<file path="src/hw/rtl/ptlru_pkg.sv">
// Shared types and constants for the peer table admission unit.
package ptlru_pkg;

    localparam int MAC_W      = 48;
    localparam int TS_W       = 48;
    localparam int MAGIC_W    = 32;
    localparam int NETID_W    = 64;
    localparam int ROLE_W     = 8;
    localparam int SLOT_W     = 3;
    localparam int OUTCOME_W  = 3;
    localparam int CFG_IDX_W  = 2;
    localparam int CFG_DATA_W = 64;

    localparam logic [MAGIC_W-1:0] PAIR_WORD = 32'h5041_4952;
    localparam logic [SLOT_W-1:0]  NO_SLOT   = 3'd7;

    localparam logic [ROLE_W-1:0] ROLE_HELLO = 8'd0;
    localparam logic [ROLE_W-1:0] ROLE_REPLY = 8'd1;

    localparam logic [CFG_IDX_W-1:0] CFG_IS_RECEIVER = 2'd0;
    localparam logic [CFG_IDX_W-1:0] CFG_NETWORK_ID  = 2'd1;

    typedef enum logic [OUTCOME_W-1:0] {
        OUT_FORWARD    = 3'd0,
        OUT_REGISTERED = 3'd1,
        OUT_FAILED     = 3'd2,
        OUT_LEARNED    = 3'd3,
        OUT_DROPPED    = 3'd4
    } outcome_t;

endpackage

</file>
<file path="src/hw/rtl/peer_table_lru_admission_unit.sv">
// Peer table with least-recently-seen admission, table held in a synchronous memory.
//
//  Channel | Ports                                   | Transfer
//  --------+-----------------------------------------+--------------------------
//  input   | s_valid, s_ready, s_<field>             | one frame per transaction
//  result  | m_valid, m_ready, m_<field>             | one result per frame
//  config  | cfg_we, cfg_index, cfg_wdata            | one write per cycle
//
// Each result follows its frame through the scan, drain and decide states: the table
// memory has a single read port and is scanned one slot per cycle, followed by a drain state
// for the last read data and a decide state for the decision and write back.
// The input is ready again right after the decision, so a new frame is taken only once the last is through.
// Reset is synchronous and active low; it clears all used bits, so the table is empty.
// A result that is not taken holds the next frame in its decision cycle, and the input waits.
module peer_table_lru_admission_unit #(
    parameter int TABLE_SLOTS = 6,
    parameter int NETID_BYTES = 8
) (
    input  logic                                aclk,
    input  logic                                aresetn,

    input  logic                                cfg_we,
    input  logic [ptlru_pkg::CFG_IDX_W-1:0]     cfg_index,
    input  logic [ptlru_pkg::CFG_DATA_W-1:0]    cfg_wdata,

    input  logic                                s_valid,
    output logic                                s_ready,
    input  logic [ptlru_pkg::MAC_W-1:0]         s_src_mac,
    input  logic                                s_frame_len_ok,
    input  logic [ptlru_pkg::MAGIC_W-1:0]       s_msg_magic,
    input  logic [ptlru_pkg::NETID_W-1:0]       s_msg_netid,
    input  logic [ptlru_pkg::ROLE_W-1:0]        s_msg_role,
    input  logic [ptlru_pkg::TS_W-1:0]          s_now_us,
    input  logic                                s_peer_add_ok,

    output logic                                m_valid,
    input  logic                                m_ready,
    output logic [ptlru_pkg::OUTCOME_W-1:0]     m_outcome,
    output logic [ptlru_pkg::SLOT_W-1:0]        m_slot_index,
    output logic                                m_evicted,
    output logic [ptlru_pkg::MAC_W-1:0]         m_evicted_mac,
    output logic                                m_table_changed
);
    import ptlru_pkg::*;

    localparam int ADDR_W   = (TABLE_SLOTS > 1) ? $clog2(TABLE_SLOTS) : 1;
    localparam int MATCH_W  = NETID_BYTES * 8;
    localparam int ENTRY_W  = MAC_W + TS_W;
    localparam logic [SLOT_W-1:0] LAST_SLOT = SLOT_W'(TABLE_SLOTS - 1);

    typedef enum logic [3:0] {
        ST_IDLE   = 4'b0001,
        ST_SCAN   = 4'b0010,
        ST_DRAIN  = 4'b0100,
        ST_DECIDE = 4'b1000
    } state_t;

    logic [ENTRY_W-1:0]     mem [TABLE_SLOTS];
    logic [ENTRY_W-1:0]     rd_data_reg;
    logic                   mem_we;
    logic [ADDR_W-1:0]      mem_waddr;
    logic [ENTRY_W-1:0]     mem_wdata;

    state_t                 state_reg, state_next;
    logic [TABLE_SLOTS-1:0] used_reg, used_next;
    logic                   is_receiver_reg;
    logic [NETID_W-1:0]     network_id_reg;
    logic [MAC_W-1:0]       learned_mac_reg, learned_mac_next;

    logic [MAC_W-1:0]       mac_reg;
    logic                   len_ok_reg;
    logic [MAGIC_W-1:0]     magic_reg;
    logic [NETID_W-1:0]     netid_reg;
    logic [ROLE_W-1:0]      role_reg;
    logic [TS_W-1:0]        now_reg;
    logic                   add_ok_reg;

    logic [SLOT_W-1:0]      idx_reg, idx_next;
    logic                   rd_valid_reg, rd_valid_next;
    logic [SLOT_W-1:0]      rd_idx_reg, rd_idx_next;
    logic                   found_reg, found_next;
    logic [SLOT_W-1:0]      found_idx_reg, found_idx_next;
    logic                   have_old_reg, have_old_next;
    logic [SLOT_W-1:0]      old_idx_reg, old_idx_next;
    logic [TS_W-1:0]        old_ts_reg, old_ts_next;
    logic [MAC_W-1:0]       old_mac_reg, old_mac_next;

    logic                   m_valid_reg, m_valid_next;
    outcome_t               outcome_reg, outcome_next;
    logic [SLOT_W-1:0]      slot_reg, slot_next;
    logic                   evicted_reg, evicted_next;
    logic [MAC_W-1:0]       ev_mac_reg, ev_mac_next;
    logic                   changed_reg, changed_next;

    logic                   free_any;
    logic [SLOT_W-1:0]      free_idx;
    logic                   is_pair;
    logic [MAC_W-1:0]       rd_mac;
    logic [TS_W-1:0]        rd_ts;
    logic                   rd_used;
    logic [SLOT_W-1:0]      new_slot;

    assign s_ready         = (state_reg == ST_IDLE);
    assign m_valid         = m_valid_reg;
    assign m_outcome       = outcome_reg;
    assign m_slot_index    = slot_reg;
    assign m_evicted       = evicted_reg;
    assign m_evicted_mac   = ev_mac_reg;
    assign m_table_changed = changed_reg;

    assign rd_mac  = rd_data_reg[ENTRY_W-1:TS_W];
    assign rd_ts   = rd_data_reg[TS_W-1:0];
    assign rd_used = used_reg[rd_idx_reg[ADDR_W-1:0]];
    assign is_pair = len_ok_reg && (magic_reg == PAIR_WORD)
                     && (netid_reg[MATCH_W-1:0] == network_id_reg[MATCH_W-1:0]);
    assign new_slot = free_any ? free_idx : old_idx_reg;

    always_comb begin
        free_any = 1'b0;
        free_idx = '0;
        for (int i = TABLE_SLOTS - 1; i >= 0; i--) begin
            if (!used_reg[i]) begin
                free_any = 1'b1;
                free_idx = SLOT_W'(i);
            end
        end
    end

    always_ff @(posedge aclk) begin
        if (state_reg == ST_SCAN) begin
            rd_data_reg <= mem[idx_reg[ADDR_W-1:0]];
        end
        if (mem_we) begin
            mem[mem_waddr] <= mem_wdata;
        end
    end

    always_comb begin
        state_next       = state_reg;
        used_next        = used_reg;
        learned_mac_next = learned_mac_reg;
        idx_next         = idx_reg;
        rd_valid_next    = rd_valid_reg;
        rd_idx_next      = rd_idx_reg;
        found_next       = found_reg;
        found_idx_next   = found_idx_reg;
        have_old_next    = have_old_reg;
        old_idx_next     = old_idx_reg;
        old_ts_next      = old_ts_reg;
        old_mac_next     = old_mac_reg;
        m_valid_next     = m_valid_reg;
        outcome_next     = outcome_reg;
        slot_next        = slot_reg;
        evicted_next     = evicted_reg;
        ev_mac_next      = ev_mac_reg;
        changed_next     = changed_reg;
        mem_we           = 1'b0;
        mem_waddr        = '0;
        mem_wdata        = {mac_reg, now_reg};

        if (m_valid_reg && m_ready) begin
            m_valid_next = 1'b0;
        end

        if (rd_valid_reg && rd_used) begin
            if (rd_mac == mac_reg) begin
                found_next     = 1'b1;
                found_idx_next = rd_idx_reg;
            end
            if (!have_old_reg || (rd_ts < old_ts_reg)) begin
                have_old_next = 1'b1;
                old_idx_next  = rd_idx_reg;
                old_ts_next   = rd_ts;
                old_mac_next  = rd_mac;
            end
        end

        unique case (state_reg)
            ST_IDLE: begin
                if (s_valid) begin
                    idx_next      = '0;
                    rd_valid_next = 1'b0;
                    found_next    = 1'b0;
                    have_old_next = 1'b0;
                    state_next    = ST_SCAN;
                end
            end
            ST_SCAN: begin
                rd_valid_next = 1'b1;
                rd_idx_next   = idx_reg;
                idx_next      = idx_reg + 1'b1;
                if (idx_reg == LAST_SLOT) begin
                    state_next = ST_DRAIN;
                end
            end
            ST_DRAIN: begin
                rd_valid_next = 1'b0;
                state_next    = ST_DECIDE;
            end
            ST_DECIDE: begin
                if (!m_valid_reg || m_ready) begin
                    outcome_next = OUT_FORWARD;
                    slot_next    = NO_SLOT;
                    evicted_next = 1'b0;
                    ev_mac_next  = '0;
                    changed_next = 1'b0;
                    if (is_pair) begin
                        if ((role_reg == ROLE_HELLO) && is_receiver_reg) begin
                            if (found_reg) begin
                                mem_we       = 1'b1;
                                mem_waddr    = found_idx_reg[ADDR_W-1:0];
                                outcome_next = OUT_REGISTERED;
                                slot_next    = found_idx_reg;
                            end else begin
                                if (!free_any) begin
                                    evicted_next = 1'b1;
                                    ev_mac_next  = old_mac_reg;
                                    used_next[old_idx_reg[ADDR_W-1:0]] = 1'b0;
                                end
                                if (add_ok_reg) begin
                                    mem_we       = 1'b1;
                                    mem_waddr    = new_slot[ADDR_W-1:0];
                                    used_next[new_slot[ADDR_W-1:0]] = 1'b1;
                                    outcome_next = OUT_REGISTERED;
                                    slot_next    = new_slot;
                                    changed_next = 1'b1;
                                end else begin
                                    outcome_next = OUT_FAILED;
                                end
                            end
                        end else if ((role_reg == ROLE_REPLY) && !is_receiver_reg) begin
                            learned_mac_next = mac_reg;
                            outcome_next     = OUT_LEARNED;
                        end else begin
                            outcome_next = OUT_DROPPED;
                        end
                    end else if (is_receiver_reg && found_reg) begin
                        mem_we    = 1'b1;
                        mem_waddr = found_idx_reg[ADDR_W-1:0];
                        slot_next = found_idx_reg;
                    end
                    m_valid_next = 1'b1;
                    state_next   = ST_IDLE;
                end
            end
            default: begin
                state_next = ST_IDLE;
            end
        endcase
    end

    always_ff @(posedge aclk) begin
        if (!aresetn) begin
            state_reg       <= ST_IDLE;
            used_reg        <= '0;
            learned_mac_reg <= '0;
            is_receiver_reg <= 1'b0;
            network_id_reg  <= '0;
            m_valid_reg     <= 1'b0;
            rd_valid_reg    <= 1'b0;
        end else begin
            state_reg       <= state_next;
            used_reg        <= used_next;
            learned_mac_reg <= learned_mac_next;
            m_valid_reg     <= m_valid_next;
            rd_valid_reg    <= rd_valid_next;
            if (cfg_we) begin
                if (cfg_index == CFG_IS_RECEIVER) begin
                    is_receiver_reg <= cfg_wdata[0];
                end else if (cfg_index == CFG_NETWORK_ID) begin
                    network_id_reg <= cfg_wdata;
                end
            end
        end
    end

    always_ff @(posedge aclk) begin
        if (s_valid && s_ready) begin
            mac_reg    <= s_src_mac;
            len_ok_reg <= s_frame_len_ok;
            magic_reg  <= s_msg_magic;
            netid_reg  <= s_msg_netid;
            role_reg   <= s_msg_role;
            now_reg    <= s_now_us;
            add_ok_reg <= s_peer_add_ok;
        end
        idx_reg       <= idx_next;
        rd_idx_reg    <= rd_idx_next;
        found_reg     <= found_next;
        found_idx_reg <= found_idx_next;
        have_old_reg  <= have_old_next;
        old_idx_reg   <= old_idx_next;
        old_ts_reg    <= old_ts_next;
        old_mac_reg   <= old_mac_next;
        outcome_reg   <= outcome_next;
        slot_reg      <= slot_next;
        evicted_reg   <= evicted_next;
        ev_mac_reg    <= ev_mac_next;
        changed_reg   <= changed_next;
    end

endmodule

</file>
<file path="config.mk">
export PLATFORM = sky130hd
export DESIGN_NAME = peer_table_lru_admission_unit
export DESIGN_NICKNAME = d
export VERILOG_FILES = /design/src/hw/rtl/ptlru_pkg.sv /design/src/hw/rtl/peer_table_lru_admission_unit.sv
export SDC_FILE = /design/constraint.sdc
export NUM_CORES = 1
export LEC_CHECK = 0
export ABC_AREA = 1
export BUFFER_PORTS_ARGS = -buffer_cell sky130_fd_sc_hd__buf_2
export CORE_ASPECT_RATIO = 1.1
export CORE_MARGIN = 2
export CORE_UTILIZATION = 58
export CTS_CLUSTER_DIAMETER = 150
export CTS_CLUSTER_SIZE = 40
export DETAILED_ROUTE_END_ITERATION = 10
export PLACE_DENSITY_LB_ADDON = 0.1
export SYNTH_ARGS = -nofsm -noshare
export SYNTH_HDL_FRONTEND = slang
export SYNTH_SLANG_ARGS = --single-unit
</file>
<file path="constraint.sdc">
create_clock -name aclk -period 35.1 [get_ports aclk]
set_input_delay 1.755 -clock aclk [delete_from_list [all_inputs] [get_ports aclk]]
set_output_delay 1.755 -clock aclk [all_outputs]
set_load 0.02 [all_outputs]
</file>
# Yosys cells after proc, flatten, opt, wreduce, memory -nomap -nowiden

Memory sizes are Yosys's and may differ from the RTL's. A register that Yosys moved wholly into a read port is not among the register bits.
Index checks and enable logic that the tools add are counted.

Flip-flop bits (word level): 445
RAM bits: 576
Bits of input ports: 273
Output and inout port bits: 58
Logic and storage cells: 155
Memories kept: 1

Add/sub/neg operators: 1
Order comparisons: 6
Eq/ne operators: 13
Muxes and demuxes: 71
Bitwise gates (word level): 7
Reductions and logical operators: 30

Memory list:

| name | words | width | read ports | clocked after memory_dff | write ports | line                                | source |
|---|---|---|---|---|---|---|---|
| mem  | 6     | 96    | 1          | 1                        | 1           | peer_table_lru_admission_unit.sv:58 | `logic [ENTRY_W-1:0] mem [TABLE_SLOTS];` |

Operators by type and width:

| cell                                                                          | number |
|---|---|
| 3-bit 2-to-1 mux                                                              | 22 |
| 64-bit equality test                                                          | 1 |
| 48-bit equality test                                                          | 1 |
| 48-bit less-than comparator                                                   | 1 |
| 6-bit 2-to-1 mux                                                              | 7 |
| 32-bit by 31-bit equality test with 1-bit output (second input constant)      | 1 |
| 1-bit 2-to-1 mux                                                              | 31 |
| 4-bit one-hot mux with 4 select lines                                         | 1 |
| 3-bit by 4-bit less-than comparator with 1-bit output (second input constant) | 3 |
| 4-bit 2-to-1 mux                                                              | 3 |
| 2-bit AND reduction                                                           | 6 |
| 1-bit logical AND                                                             | 10 |
| 8-bit by 1-bit equality test with 1-bit output (second input constant)        | 1 |
| 8-bit logical NOT                                                             | 1 |
| 6-bit bitwise AND                                                             | 1 |
| 1-bit demux with 3-bit select                                                 | 2 |
| 3-bit by 1-bit >= comparator with 1-bit output (second input constant)        | 2 |
| 6-bit NOT                                                                     | 1 |
| 6-bit bitwise OR                                                              | 1 |
| 3-bit one-hot mux with 2 select lines                                         | 1 |
| 3-bit AND reduction                                                           | 2 |
| 5-bit AND reduction                                                           | 1 |
| 4-bit by 1-bit equality test with 1-bit output (second input constant)        | 1 |
| 4-bit by 2-bit equality test with 1-bit output (second input constant)        | 1 |
| 18 further kinds                                                              | 26 |

# Longest topological paths before layout

Depth in word-level cells: 14
Mapped depth: 16
Mapped depth without buffers: 15

# Worst setup path after synthesis

No wires, ideal clock.

Kind: register to register
From: reg state_reg[2]
To: reg add_ok_reg (enable)
Setup time: 1107 ps
Arrival: 11039 ps
Data required time: 33993 ps
Path slack: 22954 ps
Stages on the path, launching flop included: 9
Path buffers: 0
Clock period less this slack: 12146 ps
Cells stage by stage: dfxtp_1 nor2_1 inv_1 nor3_1 inv_1 a21oi_1 nor2_1 inv_1 nor2_1

Longest elaborated chain between the ends: 2

RTL lines:

| element                                        | line                                 | source |
|---|---|---|
| start: declaration                             | peer_table_lru_admission_unit.sv:64  | `state_t state_reg, state_next;` |
| start signal: assignment                       | peer_table_lru_admission_unit.sv:262 | `state_reg <= state_next;` |
| 4-bit by 1-bit equality test with 1-bit output | peer_table_lru_admission_unit.sv:103 | `assign s_ready = (state_reg == ST_IDLE);` |
| 1-bit logical AND                              | peer_table_lru_admission_unit.sv:278 | `if (s_valid && s_ready) begin` |
| end signal: assignment                         | peer_table_lru_admission_unit.sv:285 | `add_ok_reg <= s_peer_add_ok;` |
| end: declaration                               | peer_table_lru_admission_unit.sv:76  | `logic add_ok_reg;` |

No other way between the ends.
A chain may end at the register's enable or synchronous reset.

# Worst setup path in the final report

From: in m_ready
To: mem mem[1][51] in the netlist's numbering (enable)

Longest elaborated chain between the ends: 5
Elaborated cells on any way between the ends: 7
Classes of those cells: 6 x mux; 1 x reduce/logical

RTL lines:

| element                                | line                                 | source |
|---|---|---|
| start: declaration                     | peer_table_lru_admission_unit.sv:37  | `input logic m_ready,` |
| 1-bit logical OR (*)                   | peer_table_lru_admission_unit.sv:201 | `if (!m_valid_reg \|\| m_ready) begin` |
| 1-bit 2-to-1 mux                       | peer_table_lru_admission_unit.sv:201 |  |
| 1-bit 2-to-1 mux                       | peer_table_lru_admission_unit.sv:178 | `unique case (state_reg)` |
| 1-bit 2-to-1 mux                       | peer_table_lru_admission_unit.sv:133 | `if (mem_we) begin` |
| 1-bit 2-to-1 mux (implied by the code) | peer_table_lru_admission_unit.sv:134 | `mem[mem_waddr] <= mem_wdata;` |
| end: declaration                       | peer_table_lru_admission_unit.sv:58  |  |

Every way passes the cells marked *; elsewhere a longest branch is shown, timed or not.

==> results.json <==
{
  "yosysMostFrequentCell": "edfxtp_1",
  "critPathRequiredTime_ns": 35.41,
  "p_comb_share_pct": 20.7,
  "hpwl_mm": 60.2,
  "synth_top_family_by_area": "simple AND/OR/NAND/NOR gates",
  "drv_cap": 0,
  "synth_area_leaders": "edfxtp_1, nand2_1, dfxtp_1",
  "core-area_um2": 74400,
  "drc": 0,
  "die_w_um": 265,
  "total_power_mw": 2.90,
  "antenna_found_initial": 6,
  "fillers": 5584,
  "cts_tree": "done",
  "postCtsSetupBuffers": 0,
  "arrival_ns": 4.86,
  "grt_use_total_pct": 24.4,
  "endpoint_kind": "register",
  "setup_viol": 0,
  "p_sw_mw": 0.864,
  "grt_pass1_wl_mm": 146,
  "cts_root_buf": "clkbuf_16",
  "maxSlewViolCount": 0,
  "cts.repair.resized": 0,
  "criticalPathCategory": "in -> reg",
  "grt_pass1_vias": 25812,
  "grt_max_degree": 131,
  "nets": 3903,
  "async_flop_share_pct": 0,
  "synthXorXnorAreaFrac_pct": 0.968,
  "synth_common_cells": "edfxtp_1, nand2_1, nor2_1",
  "yosys.area_share.simple_pct": 10.3,
  "num_rows": 105,
  "synth_mux_area_share_pct": 0.0230,
  "drt_iter0_drc": 2436,
  "fmax_mhz": 220,
  "via_count": 26003,
  "syn_area_um2": 43400,
  "hold_buffers": 0,
  "largest_reg_flops": 576,
  "min_path_type": "reg -> reg",
  "seqPwrFrac_pct": 60.8,
  "area.growth.synth_to_final_pct": 8.26,
  "syn_avg_cell_area_um2": 13.1,
  "synth_edf_count": 1038,
  "pwr_density_cell_nw_per_um2": 61.7,
  "dr.pass1.iters": 8,
  "ys_seq_area_share_pct": 75.4,
  "global_route.overflow_total": 0,
  "wl_per_cell_um": 20.8,
  "drive_gt1_share_pct": 12.0,
  "synth-seq-cells": 1117,
  "drtAntennaViolNets": 0,
  "start_util_pct": 58.4,
  "synth_compound_area_share_pct": 8.24,
  "finalWeightedCongestion": 0.933,
  "fin_crit_ns": 4.55,
  "synth_fa_ha_area_share_pct": 1.41,
  "clk_latency_ns": 0.69,
  "finalHoldViolations": 0,
  "cts_buffers": 31,
  "cts.sinks": 1117,
  "clk_pin_slew_ns": 0.13,
  "h-tree-depth": 1,
  "synth_flop_cell": "edfxtp_1",
  "totalWireLength_mm": 95.1,
  "switching_share_pct": 29.8,
  "boundaryPins": 331,
  "synth_top_cell_area_share_pct": 71.8,
  "clock-skew-final_ns": 0.0355,
  "start_kind": "primary input",
  "synthCells": 3318,
  "fin_tns_setup_ns": 0,
  "p_leak_nw": 17.0,
  "die_y_um": 291,
  "ys_warn_count": 0,
  "min_period_over_period_pct": 12.9,
  "synth_top_area_cell": "edfxtp_1",
  "syn_nets": 3640,
  "tightest_slew_ns": 1.25,
  "p_clk_share_pct": 18.5,
  "io_buffers": 330,
  "max-slew-margin-rel_pct": 16.9,
  "status": "complete, no violations",
  "rsz0062_at_grt": "false",
  "yosys.cell_types.count": 42,
  "peakVddDrop_mv": 0.0496,
  "critPathMaxFanout": 60,
  "viasPerCell": 5.68,
  "dieArea_um2": 77100,
  "clockBufferDepth": 3,
  "p_int_mw": 2.04
}
## cells in the final DEF (no fill, tap or decap), types with 18 or more instances in the layout
cell type | synthesis | routed
a21oi_1 | 190 | 189
a32o_1 | 96 | 96
buf_2 | 11 | 330
buf_4 | 0 | 32
clkbuf_1 | 110 | 25
clkbuf_16 | 0 | 31
dfxtp_1 | 79 | 79
edfxtp_1 | 1038 | 1038
ha_1 | 49 | 49
inv_1 | 274 | 272
nand2_1 | 615 | 615
nand3_1 | 28 | 28
nand4_1 | 49 | 49
nor2_1 | 367 | 359
nor2_4 | 10 | 18
o21ai_0 | 188 | 188
o22ai_1 | 97 | 97
xnor2_1 | 30 | 30
xor2_1 | 18 | 18
## final cells by class
| class | instances | area (um^2) | area share (%) |
|---|---|---|---|
| clock buffer | 56 | 870 | 1.85 |
| multi-input combinational | 1791 | 9190 | 19.5 |
| antenna | 8 | 20.0 | 0.0426 |
| timing repair buffer | 362 | 1890 | 4.02 |
| inverter | 278 | 1060 | 2.25 |
| clock inverter | 2 | 38.8 | 0.0825 |
| tap | 963 | 1200 | 2.56 |
| sequential | 1117 | 32800 | 69.7 |
## critical path, cell delays in order
cell and delay, ns:
buf_2 0.08, nor2_1 0.10, nor2_4 0.11, buf_4 0.64, inv_1 0.13, nor2_1 0.17, nand2_1 0.21, nor2_4 0.13
buf_4 0.62, buf_4 0.82
## cells by family after synthesis
kind of cell / Yosys count
AND/OR/NAND/NOR: 1106
AO/OA/AOI/OAI: 587
adder cells (fa/ha/maj): 49
multiplexers: 1
buffers and inverters: 410
flip-flops: 1117
XOR/XNOR: 48
## per-layer routing
metal / track usage (%) / wire length, um / share of wire (%)
met5: 0 / 0 / 0
met2: 41.5 / 46600 / 49
met4: 6.95 / 2680 / 2.8
met1: 33.6 / 40200 / 42
met3: 3.03 / 5680 / 6.0
## power by group through the flow
stage          sequential [mW]  clock (mW)  combinational [mW]
4_1_cts                   1.77       0.550               0.606
3_3_place_gp              1.79           0               0.582
5_1_grt                   1.78       0.591               0.673
2_1_floorplan             1.78           0               0.434
6_report                  1.76       0.535               0.602
3_5_place_dp              1.79           0               0.601
## worst paths after layout
path	from	endpoint	slack (ns)	depth (start not counted)
max	m_ready	mem[1][51]$_DFFE_PP_	30.56	10
min	rd_data_reg[19]$_DFFE_PP_	old_ts_reg[19]$_DFFE_PP_	0.47	0
max reg2reg	state_reg[0]$_SDFFE_PN1P_	mem[1][51]$_DFFE_PP_	30.62	12
min reg2reg	rd_data_reg[19]$_DFFE_PP_	old_ts_reg[19]$_DFFE_PP_	0.47	0
## through the flow
| step | setup WS, ns | cell area, um^2 | hold WS [ns] | instances | util (%) |
|---|---|---|---|---|---|
| global route | 30.16 | 47000 | 0.473 | 4573 | 63.2 |
| CTS | 30.56 | 47000 | 0.466 | 4569 | 63.2 |
| global placement | 29.88 | 46100 | 0.436 | 4511 | 62.0 |
| finish | 30.56 | 47000 | 0.467 | 4577 | 63.2 |
| detailed placement | 29.83 | 46100 | 0.441 | 4511 | 62.0 |
| floorplan | 22.95 | 43400 | 0.421 | 3318 | - |
Power figures use the tool's default switching activity.
